[src/hw/rtl/iba_pkg.sv]
// ----------------------------------------------------------------------------
// Insertable byte array package
// Field widths, action codes and the beat types shared by the array modules.
// ----------------------------------------------------------------------------
package iba_pkg;

  // Field widths fixed by the interface.
  localparam int unsigned FILL_W    = 9;
  localparam int unsigned BYTE_W    = 8;
  localparam int unsigned ACT_W     = 3;
  localparam int unsigned DEPTH_DEF = 256;

  // Capacity register value after reset.
  localparam logic [FILL_W-1:0] CAP_RESET = 9'd256;

  // Action codes.
  localparam logic [ACT_W-1:0] ACT_PUSH   = 3'd0;
  localparam logic [ACT_W-1:0] ACT_POP    = 3'd1;
  localparam logic [ACT_W-1:0] ACT_GET    = 3'd2;
  localparam logic [ACT_W-1:0] ACT_INSERT = 3'd3;
  localparam logic [ACT_W-1:0] ACT_REMOVE = 3'd4;
  localparam logic [ACT_W-1:0] ACT_CLEAR  = 3'd5;

  // One request beat.
  typedef struct packed {
    logic [ACT_W-1:0]  action;
    logic [FILL_W-1:0] position;
    logic [FILL_W-1:0] length;
    logic [BYTE_W-1:0] byte_in;
  } in_t;

  // One result beat.
  typedef struct packed {
    logic              ok;
    logic [BYTE_W-1:0] byte_out;
    logic [FILL_W-1:0] fill;
  } out_t;

  // Result handed from the controller to the output register.
  typedef struct packed {
    logic valid;
    out_t data;
  } ctrl_res_t;

endpackage

[src/hw/rtl/iba_ram.sv]
// ----------------------------------------------------------------------------
// Generic single-clock RAM
// One write port and one read port; read data is registered.
// ----------------------------------------------------------------------------
module iba_ram import iba_pkg::*; #(
  parameter int unsigned WIDTH = BYTE_W,
  parameter int unsigned DEPTH = DEPTH_DEF,
  localparam int unsigned AW   = $clog2(DEPTH)
) (
  input  logic             clk,
  input  logic             we,
  input  logic [AW-1:0]    waddr,
  input  logic [WIDTH-1:0] wdata,
  input  logic [AW-1:0]    raddr,
  output logic [WIDTH-1:0] rdata
);

  logic [WIDTH-1:0] mem [DEPTH];
  logic [WIDTH-1:0] rdata_r;

  // Write port and registered read port.
  always_ff @(posedge clk) begin
    if (we) begin
      mem[waddr] <= wdata;
    end
    rdata_r <= mem[raddr];
  end

  assign rdata = rdata_r;

endmodule

[src/hw/rtl/iba_ctrl.sv]
// ----------------------------------------------------------------------------
// Insertable byte array controller
// Decodes each request, keeps the fill count and runs the byte mover that
// shifts stored bytes up or down through the RAM, one byte per cycle.
// ----------------------------------------------------------------------------
module iba_ctrl import iba_pkg::*; #(
  parameter int unsigned DEPTH = DEPTH_DEF,
  localparam int unsigned AW   = $clog2(DEPTH)
) (
  input  logic              clk,
  input  logic              rst_n,
  input  logic              start,
  output logic              busy,
  input  in_t               in_data,
  input  logic [FILL_W-1:0] limit,
  output ctrl_res_t         res,
  output logic              mem_we,
  output logic [AW-1:0]     mem_waddr,
  output logic [BYTE_W-1:0] mem_wdata,
  output logic [AW-1:0]     mem_raddr,
  input  logic [BYTE_W-1:0] mem_rdata
);

  typedef enum logic [3:0] {
    S_IDLE  = 4'b0001,
    S_EXEC  = 4'b0010,
    S_FETCH = 4'b0100,
    S_SHIFT = 4'b1000
  } state_t;

  state_t            state_r, state_nxt;
  in_t               req_r, req_nxt;
  logic [FILL_W-1:0] count_r, count_nxt;
  logic [FILL_W-1:0] rd_idx_r, rd_idx_nxt;
  logic [FILL_W-1:0] wr_idx_r, wr_idx_nxt;
  logic [FILL_W-1:0] rem_r, rem_nxt;
  logic              pend_r, pend_nxt;
  logic              up_r, up_nxt;
  logic [BYTE_W-1:0] byte_r, byte_nxt;

  logic [FILL_W-1:0] count_succ;
  logic [FILL_W:0]   span_end;
  logic [FILL_W-1:0] ins_moves;
  logic [FILL_W-1:0] rm_moves;
  logic [FILL_W-1:0] rd_i;
  logic [FILL_W-1:0] wa_i;
  logic              fin;
  logic              fin_ok;
  logic [BYTE_W-1:0] fin_byte;

  assign busy = (state_r != S_IDLE);

  // Fill count after a successful action.
  always_comb begin
    case (req_r.action) inside
      ACT_PUSH, ACT_INSERT: count_succ = count_r + 1'b1;
      ACT_POP:              count_succ = count_r - 1'b1;
      ACT_REMOVE:           count_succ = count_r - req_r.length;
      ACT_CLEAR:            count_succ = '0;
      default:              count_succ = count_r;
    endcase
  end

  // Range arithmetic for insert and remove.
  assign span_end  = {1'b0, req_r.position} + {1'b0, req_r.length};
  assign ins_moves = count_r - req_r.position;
  assign rm_moves  = count_r - span_end[FILL_W-1:0];

  // Sequencer and byte mover.
  always_comb begin
    state_nxt  = state_r;
    req_nxt    = req_r;
    count_nxt  = count_r;
    rd_idx_nxt = rd_idx_r;
    wr_idx_nxt = wr_idx_r;
    rem_nxt    = rem_r;
    pend_nxt   = 1'b0;
    up_nxt     = up_r;
    byte_nxt   = byte_r;
    mem_we     = 1'b0;
    wa_i       = wr_idx_r;
    mem_wdata  = mem_rdata;
    rd_i       = rd_idx_r;
    fin        = 1'b0;
    fin_ok     = 1'b0;
    fin_byte   = '0;

    unique case (state_r)
      S_IDLE: begin
        if (start) begin
          req_nxt   = in_data;
          state_nxt = S_EXEC;
        end
      end

      S_EXEC: begin
        case (req_r.action)
          ACT_PUSH: begin
            fin = 1'b1;
            if (count_r < limit) begin
              mem_we    = 1'b1;
              wa_i      = count_r;
              mem_wdata = req_r.byte_in;
              fin_ok    = 1'b1;
            end
          end
          ACT_POP: begin
            if (count_r != '0) begin
              // Read the front byte, then move the rest down by one.
              rd_i       = '0;
              rem_nxt    = count_r - 1'b1;
              rd_idx_nxt = FILL_W'(1);
              wr_idx_nxt = '0;
              up_nxt     = 1'b0;
              state_nxt  = S_FETCH;
            end else begin
              fin = 1'b1;
            end
          end
          ACT_GET: begin
            if (req_r.position < count_r) begin
              rd_i      = req_r.position;
              rem_nxt   = '0;
              state_nxt = S_FETCH;
            end else begin
              fin = 1'b1;
            end
          end
          ACT_INSERT: begin
            if ((req_r.position <= count_r) && (count_r < limit)) begin
              if (ins_moves == '0) begin
                mem_we    = 1'b1;
                wa_i      = req_r.position;
                mem_wdata = req_r.byte_in;
                fin       = 1'b1;
                fin_ok    = 1'b1;
              end else begin
                // Move the tail up, highest byte first.
                rd_idx_nxt = count_r - 1'b1;
                wr_idx_nxt = count_r;
                rem_nxt    = ins_moves;
                up_nxt     = 1'b1;
                state_nxt  = S_SHIFT;
              end
            end else begin
              fin = 1'b1;
            end
          end
          ACT_REMOVE: begin
            if (span_end <= {1'b0, count_r}) begin
              if (rm_moves == '0) begin
                fin    = 1'b1;
                fin_ok = 1'b1;
              end else begin
                // Close the gap, lowest byte first.
                rd_idx_nxt = span_end[FILL_W-1:0];
                wr_idx_nxt = req_r.position;
                rem_nxt    = rm_moves;
                up_nxt     = 1'b0;
                state_nxt  = S_SHIFT;
              end
            end else begin
              fin = 1'b1;
            end
          end
          ACT_CLEAR: begin
            fin    = 1'b1;
            fin_ok = 1'b1;
          end
          default: begin
            fin = 1'b1;
          end
        endcase
      end

      S_FETCH: begin
        byte_nxt = mem_rdata;
        if ((req_r.action == ACT_POP) && (rem_r != '0)) begin
          state_nxt = S_SHIFT;
        end else begin
          fin      = 1'b1;
          fin_ok   = 1'b1;
          fin_byte = mem_rdata;
        end
      end

      S_SHIFT: begin
        // Issue one read per cycle; the registered data lands in the next cycle and is
        // written behind the read pointer, so the two never meet.
        if (rem_r != '0) begin
          rd_idx_nxt = up_r ? (rd_idx_r - 1'b1) : (rd_idx_r + 1'b1);
          rem_nxt    = rem_r - 1'b1;
          pend_nxt   = 1'b1;
        end
        if (pend_r) begin
          mem_we     = 1'b1;
          wr_idx_nxt = up_r ? (wr_idx_r - 1'b1) : (wr_idx_r + 1'b1);
        end
        if ((rem_r == '0) && !pend_r) begin
          fin    = 1'b1;
          fin_ok = 1'b1;
          if (up_r) begin
            // Drop the new byte into the opened slot.
            mem_we    = 1'b1;
            wa_i      = req_r.position;
            mem_wdata = req_r.byte_in;
          end
          if (req_r.action == ACT_POP) begin
            fin_byte = byte_r;
          end
        end
      end

      default: begin
        state_nxt = S_IDLE;
      end
    endcase

    if (fin) begin
      state_nxt = S_IDLE;
      count_nxt = fin_ok ? count_succ : count_r;
    end
  end

  assign mem_waddr = AW'(wa_i);
  assign mem_raddr = AW'(rd_i);

  // Result beat toward the output register.
  assign res.valid         = fin;
  assign res.data.ok       = fin_ok;
  assign res.data.byte_out = fin_byte;
  assign res.data.fill     = count_nxt;

  // Control state.
  always_ff @(posedge clk) begin
    if (!rst_n) begin
      state_r <= S_IDLE;
      count_r <= '0;
      pend_r  <= 1'b0;
    end else begin
      state_r <= state_nxt;
      count_r <= count_nxt;
      pend_r  <= pend_nxt;
    end
  end

  // Request and mover payload.
  always_ff @(posedge clk) begin
    req_r    <= req_nxt;
    rd_idx_r <= rd_idx_nxt;
    wr_idx_r <= wr_idx_nxt;
    rem_r    <= rem_nxt;
    up_r     <= up_nxt;
    byte_r   <= byte_nxt;
  end

endmodule

[src/hw/rtl/insertable_byte_array.sv]
// ----------------------------------------------------------------------------
// Insertable byte array
// Ordered byte store with push, pop, get, insert, remove and clear.
// ----------------------------------------------------------------------------
// A request is taken when start is high and busy is low; its single result
// appears on out_data for one cycle under out_valid, in the cycle in which
// busy drops, so a new request may be started in that same cycle. The bytes
// live in one RAM with one write and one read port, and every byte that an
// action moves passes through that RAM one per cycle. Push, clear, any
// rejected request and an insert or remove that moves no byte finish
// straight from the execute state; get and a pop that empties the array
// add one RAM read; any other insert or remove runs the byte mover over
// the n bytes it moves, and any other pop first reads the front byte and
// then moves n bytes (fill minus position for insert, fill minus position
// minus length for remove, fill minus one for pop). No clearing pass
// follows reset. The capacity register may be written whenever busy is low.
// ----------------------------------------------------------------------------
module insertable_byte_array import iba_pkg::*; #(
  parameter int unsigned DEPTH = DEPTH_DEF
) (
  input  logic              clk,
  input  logic              rst_n,
  input  logic              start,
  output logic              busy,
  input  in_t               in_data,
  output logic              out_valid,
  output out_t              out_data,
  input  logic              cfg_valid,
  output logic              cfg_ready,
  input  logic [FILL_W-1:0] cfg_data
);

  localparam int unsigned AW = $clog2(DEPTH);

  logic [FILL_W-1:0] cap_r;
  logic [FILL_W-1:0] limit;
  logic              out_valid_r;
  out_t              out_data_r;
  ctrl_res_t         res;
  logic              mem_we;
  logic [AW-1:0]     mem_waddr;
  logic [BYTE_W-1:0] mem_wdata;
  logic [AW-1:0]     mem_raddr;
  logic [BYTE_W-1:0] mem_rdata;

  // Capacity register.
  assign cfg_ready = !busy;

  always_ff @(posedge clk) begin
    if (!rst_n) begin
      cap_r <= CAP_RESET;
    end else if (cfg_valid && cfg_ready) begin
      cap_r <= cfg_data;
    end
  end

  // Limit in force is the smaller of capacity and the RAM depth.
  assign limit = (32'(cap_r) < 32'(DEPTH)) ? cap_r : FILL_W'(DEPTH);

  iba_ctrl #(
    .DEPTH(DEPTH)
  ) u_ctrl (
    .clk       (clk),
    .rst_n     (rst_n),
    .start     (start),
    .busy      (busy),
    .in_data   (in_data),
    .limit     (limit),
    .res       (res),
    .mem_we    (mem_we),
    .mem_waddr (mem_waddr),
    .mem_wdata (mem_wdata),
    .mem_raddr (mem_raddr),
    .mem_rdata (mem_rdata)
  );

  iba_ram #(
    .WIDTH(BYTE_W),
    .DEPTH(DEPTH)
  ) u_ram (
    .clk   (clk),
    .we    (mem_we),
    .waddr (mem_waddr),
    .wdata (mem_wdata),
    .raddr (mem_raddr),
    .rdata (mem_rdata)
  );

  // Output register: one result beat per request.
  always_ff @(posedge clk) begin
    if (!rst_n) begin
      out_valid_r <= 1'b0;
    end else begin
      out_valid_r <= res.valid;
    end
  end

  always_ff @(posedge clk) begin
    if (res.valid) begin
      out_data_r <= res.data;
    end
  end

  assign out_valid = out_valid_r;
  assign out_data  = out_data_r;

endmodule

[config.mk]
export PLATFORM = sky130hd
export DESIGN_NAME = insertable_byte_array
export DESIGN_NICKNAME = d
export VERILOG_FILES = /design/src/hw/rtl/iba_pkg.sv /design/src/hw/rtl/iba_ram.sv /design/src/hw/rtl/iba_ctrl.sv /design/src/hw/rtl/insertable_byte_array.sv
export SDC_FILE = /design/constraint.sdc
export NUM_CORES = 2
export LEC_CHECK = 0
export BUFFER_PORTS_ARGS = -buffer_cell sky130_fd_sc_hd__buf_2
export CAP_MARGIN = 20
export CORE_MARGIN = 5
export CORE_UTILIZATION = 30
export CTS_CLUSTER_SIZE = 10
export DETAILED_ROUTE_END_ITERATION = 10
export GPL_TIMING_DRIVEN = 0
export PLACE_DENSITY = 0.49
export SYNTH_ARGS = -nofsm -noshare
export SYNTH_HDL_FRONTEND = slang
export SYNTH_SLANG_ARGS = --single-unit
[constraint.sdc]
create_clock -name clk -period 5.95 [get_ports clk]
set_clock_uncertainty 0.05 [all_clocks]
set_input_delay 0.8925 -clock clk [delete_from_list [all_inputs] [get_ports clk]]
set_output_delay 0.8925 -clock clk [all_outputs]
set_load 0.05 [all_outputs]
==> metrics.txt <==
Leak 0.03439 uW; Worst Setup Start Kind flop; reg2reg start u_ctrl.req_r[24]; Worst Tran Pin Value between 1000 and 1500 ps; CTS root buffer clkbuf_16; crit-path max FO 10; Distinct cells, synth between 100 and 150; DP HPWL roughly 230000 um; GR Overflow Total 0; Post-route DRC 0; Max-Cap Viols 0; dominant synthesized flop cell edfxtp_1; share of layout cells above drive strength 1 between 15 and 20%; CTS Buf Count between 200 and 250; PD cells 308.0 nW/um^2; fill cell count between 20000 and 30000; first-pass GRT wire length approximately 450000 um; DR vias a little under 60000; gpl congestion roughly 0.97; number of flops mapped to enable cells by yosys between 2000 and 2500; Final min period roughly 6000 ps; synthesized area between 80000 and 90000 sq um; outcome finished with violations; Synth async-reset ratio 0%; Peak Freq approximately 170 MHz; Seq/Total Area, Yosys between 70% and 80%; CP arrival approximately 6700 ps; io pins 63; dpl cells between 10000 and 15000; Post-Place Setup Slack -1814 ps; starting density of the core roughly 30%; First-pass DRT Iterations 6; final WL between 300000 and 400000 um; gr usage total 20.27%; RSZ-0062 raised after global routing true; H-tree depth 4; failing checks setup timing; Final Core Density about a third; Die Ht 555.8 um; routed len/inst roughly 30 um; post-route met1 wirelength between 100000 and 150000 um; area grow syn2layout 17.23%; initial antenna violation count 20; worst-case clock buffer depth 4; Mapped Cells ~6500; CTS tree built; Hold Buf Count CTS 0; setup violators final 58; VDD IR-drop max around 0.27 mV; syn_area_per_cell about 14 sq um; WL met2 146300 um; total power between 30000 and 40000 uW; synthesized flop and latch total ~2200; Top Metal Used met5; port buffer count 61; vias in the first global route around 57000; Hold/Removal Path Class primary input to flop; Slew Viols, Final 0; Clock Sinks ~2200; full die area 308900 sq um; R2R setup slack -80 ps; antenna-violating nets left 0; critical path type flop to flop; largest net degree at the start of global routing about 150; nets@finish approximately 7000; Setup crit start u_ctrl.req_r[24]; core box area 296800 sq um; Worst-path clk slew 60 ps; worst endpoint required time ~6600 ps; synth warn 0; syn_nets about 6600; row count 200; vias per inst 5.439; hold_sp in_data[7]; met3 wire len ~30000 um; final hold violation count 0; Setup WS post-layout -82.83 ps; Die Span X roughly 560 um; Tcrit/Tclk final 101.4%; final std cells w/o fill 10863; DRT iter0 DRCs between 7000 and 8000; Max-Slew Margin vs Limit 13.03%; clk_lat worst skew between 900 and 1000 ps; Setup crit end kind flop
==> worst paths after layout <==
| check | end | cells past startpoint |
|---|---|---|
| hold reg to reg | cap_r[7] | 2 |
| setup reg to reg | u_ram.rdata[0] | 17 |
| setup / recovery | u_ram.rdata[0] | 17 |
| hold / removal | u_ctrl.req_r[7] | 1 |
==> Yosys cell counts, types with 20 or more instances <==
library cell	number	share of area, %
edfxtp_1	2129	72
nand2_1	1476	6.2
a32oi_1	310	3.0
nor2_1	306	1.3
nand3_1	286	1.6
mux2i_1	277	3.1
a21oi_1	240	1.3
buf_2	185	1.0
clkbuf_1	127	0.53
a31oi_1	126	0.88
nand4_1	86	0.60
inv_1	67	0.28
ha_1	66	0.92
o22ai_1	59	0.41
o21ai_0	50	0.28
mux2_2	42	0.53
nor3_1	38	0.21
buf_4	37	0.31
xnor2_1	37	0.36
a221oi_1	35	0.34
dfxtp_1	32	0.72
a21o_1	26	0.22
buf_1	22	0.092
a211oi_1	20	0.17
a22oi_1	20	0.17
o221ai_1	20	0.20
==> cell families (layout without fill, tap and decap cells) <==
family,Yosys count,after routing,share of synthesized area [%]
compound gates,1073,1073,8.708
flops,2161,2161,72.26
simple gates,2342,2342,11.41
other cells,0,1,0
xor+xnor,50,50,0.4901
buf+inv,454,905,2.432
mux,319,320,3.632
fa+ha+maj,72,72,1.059
==> what timing repair did <==
action / CTS / global route
resized for setup: 385 / 262
pin swaps: 19 / 32
cloned: 1 / 0
setup endpoints to repair: 3001 / 1921
buffers inserted: 11 / 14
==> worst max-delay path: stages (launching register included) <==
cell      delay [ps]
edfxtp_1         560
inv_1            270
ha_1             450
nand4_1          130
o31a_1           400
and2_1           230
a21o_1           210
nand2_2          210
buf_4            240
buf_6            180
buf_4            290
buf_2            470
a21oi_1           90
a32oi_1          350
o22ai_2          230
o41ai_4          500
nand4_1          400
nor3_4           570
==> routing by layer <==
layer,vias to the layer above,global-route usage (%)
li1,25392,-
met3,659,4.407
met4,4,8.431
met2,2892,31.81
met5,-,0
met1,30138,27.25
==> power breakdown <==
| part | total, uW | internal (uW) | switching, uW |
|---|---|---|---|
| Clock | 13300 | 7490 | 5840 |
| Sequential | 17000 | 17000 | 43.1 |
| Combinational | 1910 | 447 | 1460 |
| Total | 32300 | 24900 | 7340 |
==> per-stage QoR <==
step           cell area [sq um]  hold WS, ps  setup TNS (ps)
4_1_cts                   103700        118.6           -3325
3_3_place_gp               94590        399.0        -9875580
6_report                  104700        175.8           -1324
2_1_floorplan              89350        376.7               0
5_1_grt                   104700        147.9           -3541
3_5_place_dp               95740        404.8        -2327550
==> sequential cells by signal (all words and copies together) (netlist names) <==
register,cells
u_ram.rdata,8
u_ctrl.byte_r,8
u_ctrl.pend_r,1
u_ctrl.count_r,9
u_ctrl.wr_idx_r,8
u_ctrl.state_r,4
u_ctrl.up_r,1
cap_r,9
u_ctrl.req_r,29
out_data,18
u_ctrl.rd_idx_r,8
u_ctrl.rem_r,9
u_ram.mem,2048
out_valid,1
==> final cells by class <==
| cell class | count | area (sq um) | area share (%) |
|---|---|---|---|
| Sequential cell | 2161 | 64570 | 61.65 |
| Multi-Input combinational cell | 3857 | 24610 | 23.49 |
| Clock buffer | 284 | 6362 | 6.074 |
| Tap cell | 3939 | 4928 | 4.705 |
| Buffer | 378 | 2251 | 2.149 |
| Timing Repair Buffer | 152 | 1503 | 1.435 |
| Inverter | 69 | 272.8 | 0.2604 |
| Clock inverter | 22 | 250.2 | 0.2389 |
| Antenna cell | 1 | 2.502 | 0.002389 |
==> cells in the final DEF, fill, tap and decap left out, types with 35 or more instances in the layout <==
cell | Yosys | layout
edfxtp_1 | 2129 | 2129
nand2_1 | 1476 | 1467
a32oi_1 | 310 | 306
mux2i_1 | 277 | 277
nand3_1 | 286 | 266
clkbuf_16 | 0 | 249
a21oi_1 | 240 | 238
buf_2 | 185 | 200
a31oi_1 | 126 | 120
nor2_2 | 3 | 120
clkbuf_1 | 127 | 117
nor2_4 | 1 | 117
buf_4 | 37 | 87
nand4_1 | 86 | 86
nor2_1 | 306 | 73
ha_1 | 66 | 66
inv_1 | 67 | 63
o22ai_1 | 59 | 58
buf_6 | 13 | 52
o21ai_0 | 50 | 49
xnor2_1 | 37 | 37
clkbuf_2 | 1 | 37
a221oi_1 | 35 | 35
Power figures use the tool's default switching activity.
